## config.mk

```make
export PLATFORM = sky130hd
export DESIGN_NAME = thread_slot_scheduler_top_flat
export DESIGN_NICKNAME = d
export VERILOG_FILES = /design/src/hw/rtl/tss_pkg.sv /design/src/hw/rtl/tss_in_if.sv /design/src/hw/rtl/tss_out_if.sv /design/src/hw/rtl/thread_slot_scheduler_top.sv /design/src/hw/rtl/tss_table.sv /design/src/flat_wrapper.sv
export SDC_FILE = /design/constraint.sdc
export NUM_CORES = 1
export LEC_CHECK = 0
export BUFFER_PORTS_ARGS = -buffer_cell sky130_fd_sc_hd__buf_2
export CORE_ASPECT_RATIO = 0.75
export CORE_MARGIN = 2
export CORE_UTILIZATION = 65
export DETAILED_ROUTE_END_ITERATION = 10
export GPL_TIMING_DRIVEN = 0
export HOLD_SLACK_MARGIN = 0.08
export PLACE_DENSITY = 0.82
export SLEW_MARGIN = 20
export SYNTH_ARGS = -nofsm -noshare
export SYNTH_HDL_FRONTEND = slang
export SYNTH_SLANG_ARGS = --single-unit
```

## constraint.sdc

```tcl
create_clock -name clk -period 11.2 [get_ports clk]
set_input_delay 2.24 -clock clk [delete_from_list [all_inputs] [get_ports clk]]
set_output_delay 2.24 -clock clk [all_outputs]
set_load 0.02 [all_outputs]
```

## src/hw/rtl/tss_pkg.sv

```systemverilog
// Shared types and codes for the thread slot scheduler.
package tss_pkg;

  typedef enum logic [1:0] {
    SLOT_EMPTY   = 2'd0,
    SLOT_RUNNING = 2'd1,
    SLOT_READY   = 2'd2,
    SLOT_KILLED  = 2'd3
  } slot_state_t;

  localparam logic [2:0] CMD_CREATE = 3'd0;
  localparam logic [2:0] CMD_YIELD  = 3'd1;
  localparam logic [2:0] CMD_EXIT   = 3'd2;
  localparam logic [2:0] CMD_KILL   = 3'd3;
  localparam logic [2:0] CMD_QUERY  = 3'd4;

  localparam logic [1:0] KIND_NAMED = 2'd0;
  localparam logic [1:0] KIND_SELF  = 2'd1;
  localparam logic [1:0] KIND_ANY   = 2'd2;

  localparam logic [2:0] ST_OK        = 3'd0;
  localparam logic [2:0] ST_INVALID   = 3'd1;
  localparam logic [2:0] ST_NOFREE    = 3'd2;
  localparam logic [2:0] ST_NONEREADY = 3'd3;
  localparam logic [2:0] ST_FAILED    = 3'd4;

endpackage

```

## src/hw/rtl/tss_in_if.sv

```systemverilog
// Command channel interface of the thread slot scheduler.
interface tss_in_if;
  logic              valid;
  logic              ready;
  logic [2:0]        command;
  logic [1:0]        target_kind;
  logic signed [7:0] target_id;

  modport source (output valid, command, target_kind, target_id, input ready);
  modport sink (input valid, command, target_kind, target_id, output ready);
endinterface

```

## src/hw/rtl/tss_out_if.sv

```systemverilog
// Result channel interface of the thread slot scheduler.
interface tss_out_if;
  logic       valid;
  logic       ready;
  logic [2:0] status_code;
  logic [5:0] result_id;

  modport source (output valid, status_code, result_id, input ready);
  modport sink (input valid, status_code, result_id, output ready);
endinterface

```

## src/hw/rtl/thread_slot_scheduler_top.sv

```systemverilog
// Thread slot scheduler: sequencer that scans the slot table one entry per cycle.
//
//   channel | direction | fields
//   in_ch   | sink      | command[2:0], target_kind[1:0], target_id[7:0] signed
//   out_ch  | source    | status_code[2:0], result_id[5:0]
//
// After an item is accepted, the table is scanned through its single read port (S_SCAN),
// then one decision state (S_DECIDE) and one output state (S_OUT) produce the result.
// A thread switch adds a second sweep (S_REL) that frees killed slots and two table writes;
// an exit adds only its second write. Reset is synchronous; slot 0 is running and all
// other slots are empty. A new item is accepted while a result waits in the output
// register; the sequencer then holds its result until that register is free.
module thread_slot_scheduler_top
  import tss_pkg::*;
#(
  parameter int SLOTS = 64
) (
  input  logic         clk,
  input  logic         rst_n,
  tss_in_if.sink       in_ch,
  tss_out_if.source    out_ch
);

  localparam int IDX_W = $clog2(SLOTS);
  localparam int CNT_W = $clog2(SLOTS + 1);
  localparam logic [CNT_W-1:0] CNT_SLOTS = CNT_W'(SLOTS);
  localparam logic [IDX_W-1:0] LAST_IDX = IDX_W'(SLOTS - 1);
  localparam logic [8:0] SLOTS_LIM = 9'(SLOTS);

  typedef enum logic [2:0] {
    S_IDLE,
    S_SCAN,
    S_DECIDE,
    S_REL,
    S_SW1,
    S_SW2,
    S_OUT
  } state_t;

  state_t            state_r;
  logic [CNT_W-1:0]  cnt_r;
  logic [IDX_W-1:0]  pidx_r;
  logic              pend_r;
  logic              fe_ok_r;
  logic [IDX_W-1:0]  fe_r;
  logic              fr_ok_r;
  logic [IDX_W-1:0]  fr_r;
  slot_state_t       tstat_r;
  logic [2:0]        cmd_r;
  logic [1:0]        kind_r;
  logic signed [7:0] tid_r;
  logic [IDX_W-1:0]  cur_r;
  logic [IDX_W-1:0]  nxt_id_r;
  logic [2:0]        res_st_r;
  logic [IDX_W-1:0]  res_id_r;
  logic              out_valid_r;
  logic [2:0]        out_st_r;
  logic [5:0]        out_id_r;

  logic              wr_en;
  logic [IDX_W-1:0]  wr_addr;
  slot_state_t       wr_data;
  logic [IDX_W-1:0]  rd_addr;
  slot_state_t       rd_data;
  logic              issue;
  logic              last;
  logic              tid_ok;
  logic [IDX_W-1:0]  tid_idx;
  logic [7:0]        res_wide;
  logic              out_load;

  logic [2:0]        dec_st;
  logic [IDX_W-1:0]  dec_id;
  logic              dec_wr;
  logic [IDX_W-1:0]  dec_addr;
  slot_state_t       dec_data;
  logic [IDX_W-1:0]  dec_sw_id;
  state_t            dec_next;

  tss_table #(.SLOTS(SLOTS)) u_table (
    .clk     (clk),
    .rst_n   (rst_n),
    .wr_en   (wr_en),
    .wr_addr (wr_addr),
    .wr_data (wr_data),
    .rd_addr (rd_addr),
    .rd_data (rd_data)
  );

  assign rd_addr  = cnt_r[IDX_W-1:0];
  assign issue    = (cnt_r != CNT_SLOTS);
  assign last     = pend_r && (pidx_r == LAST_IDX);
  assign tid_ok   = !tid_r[7] && ({1'b0, $unsigned(tid_r)} < SLOTS_LIM);
  assign tid_idx  = tid_r[IDX_W-1:0];
  assign res_wide = 8'(res_id_r);
  assign out_load = (state_r == S_OUT) && (!out_valid_r || out_ch.ready);

  assign in_ch.ready        = rst_n && (state_r == S_IDLE);
  assign out_ch.valid       = out_valid_r;
  assign out_ch.status_code = out_st_r;
  assign out_ch.result_id   = out_id_r;

  always_comb begin
    dec_st    = ST_INVALID;
    dec_id    = '0;
    dec_wr    = 1'b0;
    dec_addr  = cur_r;
    dec_data  = SLOT_EMPTY;
    dec_sw_id = cur_r;
    dec_next  = S_OUT;
    unique case (cmd_r)
      CMD_CREATE: begin
        if (fe_ok_r) begin
          dec_st   = ST_OK;
          dec_id   = fe_r;
          dec_wr   = 1'b1;
          dec_addr = fe_r;
          dec_data = SLOT_READY;
        end else begin
          dec_st = ST_NOFREE;
        end
      end
      CMD_YIELD: begin
        priority if (kind_r == KIND_SELF ||
                     (kind_r == KIND_NAMED && tid_ok && tid_idx == cur_r)) begin
          dec_st = ST_OK;
          dec_id = cur_r;
        end else if (kind_r == KIND_ANY) begin
          if (fr_ok_r) begin
            dec_st    = ST_OK;
            dec_id    = fr_r;
            dec_sw_id = fr_r;
            dec_next  = S_REL;
          end else begin
            dec_st = ST_NONEREADY;
          end
        end else if (kind_r == KIND_NAMED && tid_ok && tstat_r == SLOT_READY) begin
          dec_st    = ST_OK;
          dec_id    = tid_idx;
          dec_sw_id = tid_idx;
          dec_next  = S_REL;
        end else begin
          dec_st = ST_INVALID;
        end
      end
      CMD_EXIT: begin
        if (fr_ok_r) begin
          dec_st    = ST_OK;
          dec_id    = fr_r;
          dec_wr    = 1'b1;
          dec_addr  = cur_r;
          dec_data  = SLOT_KILLED;
          dec_sw_id = fr_r;
          dec_next  = S_SW2;
        end else begin
          dec_st = ST_NONEREADY;
        end
      end
      CMD_KILL: begin
        if (tid_ok && (tstat_r == SLOT_READY || tstat_r == SLOT_KILLED)) begin
          dec_st   = ST_OK;
          dec_id   = tid_idx;
          dec_wr   = 1'b1;
          dec_addr = tid_idx;
          dec_data = SLOT_EMPTY;
        end else begin
          dec_st = ST_INVALID;
        end
      end
      CMD_QUERY: begin
        dec_st = ST_OK;
        dec_id = cur_r;
      end
      default: begin
        dec_st = ST_INVALID;
      end
    endcase
  end

  always_comb begin
    wr_en   = 1'b0;
    wr_addr = cur_r;
    wr_data = SLOT_EMPTY;
    unique case (state_r)
      S_DECIDE: begin
        wr_en   = dec_wr;
        wr_addr = dec_addr;
        wr_data = dec_data;
      end
      S_REL: begin
        wr_en   = pend_r && (rd_data == SLOT_KILLED);
        wr_addr = pidx_r;
        wr_data = SLOT_EMPTY;
      end
      S_SW1: begin
        wr_en   = 1'b1;
        wr_addr = cur_r;
        wr_data = SLOT_READY;
      end
      S_SW2: begin
        wr_en   = 1'b1;
        wr_addr = nxt_id_r;
        wr_data = SLOT_RUNNING;
      end
      default: begin
        wr_en = 1'b0;
      end
    endcase
  end

  always_ff @(posedge clk) begin
    if (!rst_n) begin
      state_r     <= S_IDLE;
      cnt_r       <= '0;
      pend_r      <= 1'b0;
      cur_r       <= '0;
      out_valid_r <= 1'b0;
    end else begin
      if (out_load) begin
        out_valid_r <= 1'b1;
      end else if (out_ch.ready) begin
        out_valid_r <= 1'b0;
      end
      unique case (state_r)
        S_IDLE: begin
          if (in_ch.valid) begin
            cmd_r   <= in_ch.command;
            kind_r  <= in_ch.target_kind;
            tid_r   <= in_ch.target_id;
            fe_ok_r <= 1'b0;
            fr_ok_r <= 1'b0;
            tstat_r <= SLOT_EMPTY;
            cnt_r   <= '0;
            pend_r  <= 1'b0;
            state_r <= S_SCAN;
          end
        end
        S_SCAN, S_REL: begin
          if (issue) begin
            cnt_r <= cnt_r + 1'b1;
          end
          pend_r <= issue;
          pidx_r <= cnt_r[IDX_W-1:0];
          if (state_r == S_SCAN && pend_r) begin
            if (rd_data == SLOT_EMPTY && !fe_ok_r) begin
              fe_ok_r <= 1'b1;
              fe_r    <= pidx_r;
            end
            if (rd_data == SLOT_READY && !fr_ok_r) begin
              fr_ok_r <= 1'b1;
              fr_r    <= pidx_r;
            end
            if (pidx_r == tid_idx) begin
              tstat_r <= rd_data;
            end
          end
          if (last) begin
            state_r <= (state_r == S_SCAN) ? S_DECIDE : S_SW1;
          end
        end
        S_DECIDE: begin
          res_st_r <= dec_st;
          res_id_r <= dec_id;
          nxt_id_r <= dec_sw_id;
          cnt_r    <= '0;
          pend_r   <= 1'b0;
          state_r  <= dec_next;
        end
        S_SW1: begin
          state_r <= S_SW2;
        end
        S_SW2: begin
          cur_r   <= nxt_id_r;
          state_r <= S_OUT;
        end
        S_OUT: begin
          if (out_load) begin
            out_st_r <= res_st_r;
            out_id_r <= res_wide[5:0];
            state_r  <= S_IDLE;
          end
        end
        default: begin
          state_r <= S_IDLE;
        end
      endcase
    end
  end

endmodule

```

## src/hw/rtl/tss_table.sv

```systemverilog
// Slot status memory with one write port, one registered read port and valid bits.
module tss_table
  import tss_pkg::*;
#(
  parameter int SLOTS = 64,
  localparam int IDX_W = $clog2(SLOTS)
) (
  input  logic             clk,
  input  logic             rst_n,
  input  logic             wr_en,
  input  logic [IDX_W-1:0] wr_addr,
  input  slot_state_t      wr_data,
  input  logic [IDX_W-1:0] rd_addr,
  output slot_state_t      rd_data
);

  slot_state_t      mem_r [SLOTS];
  logic [SLOTS-1:0] vld_r;
  slot_state_t      rd_q_r;
  logic             vld_q_r;
  logic             zero_q_r;

  always_ff @(posedge clk) begin
    if (wr_en) begin
      mem_r[wr_addr] <= wr_data;
    end
    rd_q_r   <= mem_r[rd_addr];
    vld_q_r  <= vld_r[rd_addr];
    zero_q_r <= (rd_addr == '0);
  end

  always_ff @(posedge clk) begin
    if (!rst_n) begin
      vld_r <= '0;
    end else if (wr_en) begin
      vld_r[wr_addr] <= 1'b1;
    end
  end

  // An entry never written reads as its reset value.
  assign rd_data = vld_q_r ? rd_q_r : (zero_q_r ? SLOT_RUNNING : SLOT_EMPTY);

endmodule

```

## src/flat_wrapper.sv

```systemverilog
// flat-port wrapper written by rule: the top's interface ports become plain ports
module thread_slot_scheduler_top_flat import tss_pkg::*;
#(
  parameter int SLOTS = 64
)
  (clk, rst_n, in_ch_valid, in_ch_command, in_ch_target_kind, in_ch_target_id, in_ch_ready, out_ch_valid, out_ch_status_code, out_ch_result_id, out_ch_ready);
  tss_in_if in_ch_i ();
  tss_out_if out_ch_i ();
  input  logic clk;
  input  logic rst_n;
  input wire logic [$bits(in_ch_i.valid)-1:0] in_ch_valid;
  input wire logic [$bits(in_ch_i.command)-1:0] in_ch_command;
  input wire logic [$bits(in_ch_i.target_kind)-1:0] in_ch_target_kind;
  input wire logic [$bits(in_ch_i.target_id)-1:0] in_ch_target_id;
  output wire logic [$bits(in_ch_i.ready)-1:0] in_ch_ready;
  output wire logic [$bits(out_ch_i.valid)-1:0] out_ch_valid;
  output wire logic [$bits(out_ch_i.status_code)-1:0] out_ch_status_code;
  output wire logic [$bits(out_ch_i.result_id)-1:0] out_ch_result_id;
  input wire logic [$bits(out_ch_i.ready)-1:0] out_ch_ready;
  assign in_ch_i.valid = in_ch_valid;
  assign in_ch_i.command = in_ch_command;
  assign in_ch_i.target_kind = in_ch_target_kind;
  assign in_ch_i.target_id = in_ch_target_id;
  assign in_ch_ready = in_ch_i.ready;
  assign out_ch_valid = out_ch_i.valid;
  assign out_ch_status_code = out_ch_i.status_code;
  assign out_ch_result_id = out_ch_i.result_id;
  assign out_ch_i.ready = out_ch_ready;
  thread_slot_scheduler_top #(.SLOTS(SLOTS)) u_core (.clk(clk), .rst_n(rst_n), .in_ch(in_ch_i), .out_ch(out_ch_i));
endmodule
```

# Word level (Yosys, flattened, before mapping)
# Memory sizes are Yosys's and may differ from the RTL's. A register that Yosys moved wholly into a read port is not among the register bits.
# Index checks and enable logic that the tools add are counted.
# totals
word_cells	167
memories	1
romBits	0
regBits	143
ram_bits	128
latch_bits	0
out_inout_bits	11
# memory_table
memory	words	word_bits	read_ports	rd_clocked_by_memory_dff	wr	line	rtl
u_core.u_table.mem_r	64	2	1	1	1	tss_table.sv:17	slot_state_t mem_r [SLOTS];
# op_classes
addsub	1
div_mod_pow	0
bitwise	1
n_shift	0
mul	0
n_lt_le_gt_ge	4
n_eq_ne	28
n_mux	68
reduce_logical	42
# op_table
operator	n
6-bit two-way mux	12
64-bit bitwise OR	1
3-bit two-way mux	10
6-bit one-hot mux with 5 select lines	1
6-bit one-hot mux with 2 select lines	2
7-bit one-hot mux with 3 select lines	1
2-bit two-way mux	9
3-bit one-hot mux with 6 select lines	1
6-bit one-hot mux with 3 select lines	1
1-bit two-way mux	17
3-bit one-hot mux with 5 select lines	1
5-bit AND reduction	3
6-bit by 7-bit < comparator with 1-bit output, second input constant	2
7-bit two-way mux	2
2-bit by 1-bit != test with 1-bit output, second input constant	7
1-bit logical AND	13
3-bit by 2-bit == test with 1-bit output, second input constant	4
3-bit == test, second input constant	4
6-bit == test	2
3-bit AND reduction	4
2-bit == test, second input constant	5
1-bit one-hot mux with 3 select lines	3
8-bit by 7-bit < comparator with 1-bit output, second input constant	1
2-bit one-hot mux with 2 select lines	2
22 further kinds	36

# Logic depth before layout (Yosys ltp)
# logic_depth
word_depth	11
ltp_mapped	10
mapped_depth_nobuf	8

# Cells and area by module
# A second synthesis with hierarchy kept.
# hier_totals
hier_cells	838
area_unflattened_um2	11671.2
# by_module_without_submodules
module	seq_area_each_um2	cells_each	n_inst	area_per_inst_um2
tss_table	5205.0	503	1	7912.6
thread_slot_scheduler_top	2072.0	335	1	3758.6

# Least setup slack after synthesis
# Ideal clock, no wire load.
# synth_timing
kind	in2out
from	input port rst_n
to	output port in_ch_ready
stages	2
n_path_buf	1
required_ps	8960
arrival_time_ps	2731
slack_ps	6229
cell_sequence	clkbuf_1 -> and3_1
# synth_via
elab_chain_cells	1
# synth_rtl
item	line	rtl
start, declared	flat_wrapper.sv:10	input logic rst_n;
1-bit logical AND	thread_slot_scheduler_top.sv:98	assign in_ch.ready = rst_n && (state_r == S_IDLE);
end, declared	flat_wrapper.sv:15	output wire logic [$bits(in_ch_i.ready)-1:0] in_ch_ready;
# Every way passes these cells.

# Final worst setup path
# Same ends and word-level chain as after synthesis.

==> out/metrics.csv <==
stage;metric;value;unit
run_status;outcome;complete, no violations;
die;pin_count;28;
synth;syn_area_per_cell;13.0;µm²
drt;via_per_inst;6.92;
clock_tree;clkLatencyLatePin;0.53;ns
synth;ys_types;89;
global_routing;grt-ovfl-total;0;
synth;ys_top_cells_by_area;edfxtp_1 (45%), dfxtp_1 (14%), mux4_2 (11%);
synth;synth_top_cells_by_count;edfxtp_1 (185), nand2_1 (106), nor2_1 (90);
flow_run;maxCapViolCount;0;
die;die_w;163;µm
placed_design;place_area;12800;µm²
power;p_leak;0.00437;µW
cells_and_area;drive_gt1_share;21.0;%
critical_path;end_kind;output port;
cells_and_area;design_area;13600;µm²
critical_path;reg2reg_to;u_core.u_table.mem_r[52][0];
sta;period_minus_slack;5.24;ns
drt;ant_nets;0;
global_routing;grt_max_degree;65;
critical_path;worstSetupStartpoint;rst_n;
sta;tightest_slew;1.07;ns
sta;finClkSkew;0.0184;ns
hold_path;min_path_type;reg -> reg;
global_routing;antenna_found_initial;0;
clock_tree;cts_setup_buffers;0;
synth;async_flop_share;0;%
cells_and_area;multiInputGateArea;4660;µm²
sta;slew_headroom;28.7;%
die;core_area;18500;µm²
critical_path;critPathSlowestCell;clkbuf_1;
critical_path;reg2reg_slack;7.88;ns
synth;synthCells;942;
placed_design;gp_congestion;0.965;
drt;vias;8730;
synth;ys_warn_count;0;
sta;hold_viol;0;
critical_path;critical_path_class;in -> out;
synth;synth_nets;963;
critical_path;critPathMaxFanout;8;
cells_and_area;antenna_cells;0;
placed_design;hpwl;22.9;mm
placed_design;pre_cts_slack;5.99;ns
sta;rsz0062_at_grt;false;
power;p_per_area;181;nW/µm²
cells_and_area;fillCellCount;1230;
die;start_util;66.3;%
drt;drt_iter0_drc;1105;
critical_path;crit_cells;3;
drt;wl_per_cell;26.3;µm
clock_tree;cts_resized;0;
synth;synth_edf_count;185;
synth;synth_seq_area_share;59.3;%
clock_tree;clock-sinks;271;
critical_path;crit_arrival;3.00;ns
drt;routed_wl;33.2;mm
clock_tree;htree_levels;1;
die;dieArea;20000;µm²
critical_path;path_buf_inv;2;
critical_path;timing.rr.start;u_core.cmd_r[2];
clock_tree;cts_root_buffer;clkbuf_16;
die;dieHeight;123;µm
power;ir_drop;0.000164;V
clock_tree;numCtsBuffers;25;
power;finalPower;2450;µW
synth;synth.top_cell.area_share;45.2;%
drt;drc;0;
global_routing;grt_pass1_vias;8354;
clock_tree;clk_pin_slew_worst_paths;0.06;ns
sta;slew_viol_final;0;
placed_design;io_buffers;25;
clock_tree;clk_path_buf_depth;3;
clock_tree;cts_tree;built;
critical_path;crit_chain;clkbuf_1 > and3_1 > buf_2;
cells_and_area;layout.nets;1018;
critical_path;critPathCapture;in_ch_ready;
critical_path;path_delay_family;buffers and inverters;
drt;firstDrtPassIters;6;
sta;finalWorstSetupSlack;5.96;ns
sta;setup_violations;0;
synth;yosysMostFrequentCell;edfxtp_1;
critical_path;crit_path_max_incr_delay;0.32;ns
critical_path;r2r_cells;7;
clock_tree;cts_hold_buf;0;
synth;syn-cell-area;12300;µm²
sta;period_share;46.8;%
cells_and_area;seq_area;7280;µm²
synth;ys.flop_type;edfxtp_1;
die;row_count;43;
sta;fmax;0.191;GHz
synth;ys_seq_elements;271;
cells_and_area;utilization;73.5;%
cells_and_area;area_delta_synth_final;10.7;%
sta;setup_tns;0;ns
synth;yosys.area.top_type;edfxtp_1;
critical_path;worstPathRequired;8.96;ns
global_routing;grt_usage;34.1;%
global_routing;grt_pass1_wl;49.9;mm
critical_path;critPathLaunchType;input pin;
-- sequential cells by signal, summed over array words and instances, names as in the netlist, 2 cells and up --
register and cells:
u_core.kind_r 2, u_core.cur_r 6, u_core.out_ch.result_id 6, u_core.tstat_r 2, u_core.fe_r 6, u_core.state_r 3, u_core.u_table.vld_r 64, u_core.res_id_r 6
u_core.tid_r 8, u_core.fr_r 6, u_core.cmd_r 3, u_core.nxt_id_r 6, u_core.u_table.mem_r 128, u_core.cnt_r 7, u_core.res_st_r 2, u_core.pidx_r 6
u_core.u_table.rd_q_r 2, u_core.out_ch.status_code 2
-- stage by stage --
stage          cells  hold WS (ns)
6_report        1262         0.418
4_1_cts         1262         0.420
3_3_place_gp    1214         0.401
5_1_grt         1262         0.422
3_5_place_dp    1217         0.405
2_1_floorplan    942         0.400
-- where the power goes --
part	internal (µW)	leakage, µW	switching (µW)	total, µW
clock	466	0.000368	358	824
combinational	160	0.00160	340	500
sequential	1100	0.00240	28.8	1130
total	1730	0.00437	727	2450
-- metal layers --
layer  wire length [µm]  part of all wire [%]  global-route usage [%]  vias up
met2              13900                    42                    48.9      659
met1              13200                    40                    49.0     4260
li1                   -                     -                       -     3709
met3               4940                    15                    12.0      100
met4               1060                   3.2                    11.3        2
met5                 92                  0.28                    3.54        -
-- placed cells by master (no fill, tap or decap), types with 12 or more instances in the layout --
master,netlist,layout
a22oi_1,13,13
buf_2,20,46
mux4_2,60,60
nand3_1,22,22
nor3_1,26,25
a21oi_1,19,18
nand2_1,106,106
edfxtp_1,185,185
clkbuf_1,36,44
nor2_1,90,89
o21ai_1,16,15
o21ai_0,26,26
o21ai_2,11,12
clkbuf_16,0,25
dfxtp_1,86,86
xnor2_1,12,12
-- layout make-up --
class / count / share of cell area [%]
well taps: 247 / 2.27
repair buffers: 28 / 1.36
flip-flops and latches: 271 / 53.5
inverters: 9 / 0.248
plain buffers: 70 / 2.57
multi-input cells: 592 / 34.3
clock inverters: 10 / 0.801
clock buffers: 35 / 4.95
-- cell families (layout without fill, tap and decap cells) --
logic type      after synthesis  after routing  synth area share (%)
compound gates              178            178                  11.0
xor+xnor                     17             17                  1.21
fa+ha+maj                     4              4                 0.408
buf+inv                      79            152                  3.11
flops                       271            271                  59.3
mux                          73             73                  12.1
other cells                   1              1                0.0305
simple gates                319            319                  12.9
-- how the worst min path moves through the flow --
| stage | startpoint | endpoint | cells past startpoint |
|---|---|---|---|
| finish | u_core.res_id_r[1] | u_core.out_ch.result_id[1] | 0 |
| global route | u_core.res_id_r[2] | u_core.out_ch.result_id[2] | 0 |
| CTS | u_core.res_st_r[0] | u_core.out_ch.status_code[0] | 0 |
| detailed placement | u_core.res_st_r[0] | u_core.out_ch.status_code[0] | 0 |
| global placement | u_core.res_id_r[1] | u_core.out_ch.result_id[1] | 0 |
| floorplan | u_core.res_id_r[0] | u_core.out_ch.result_id[0] | 0 |
(Power assumes the default switching activity.)
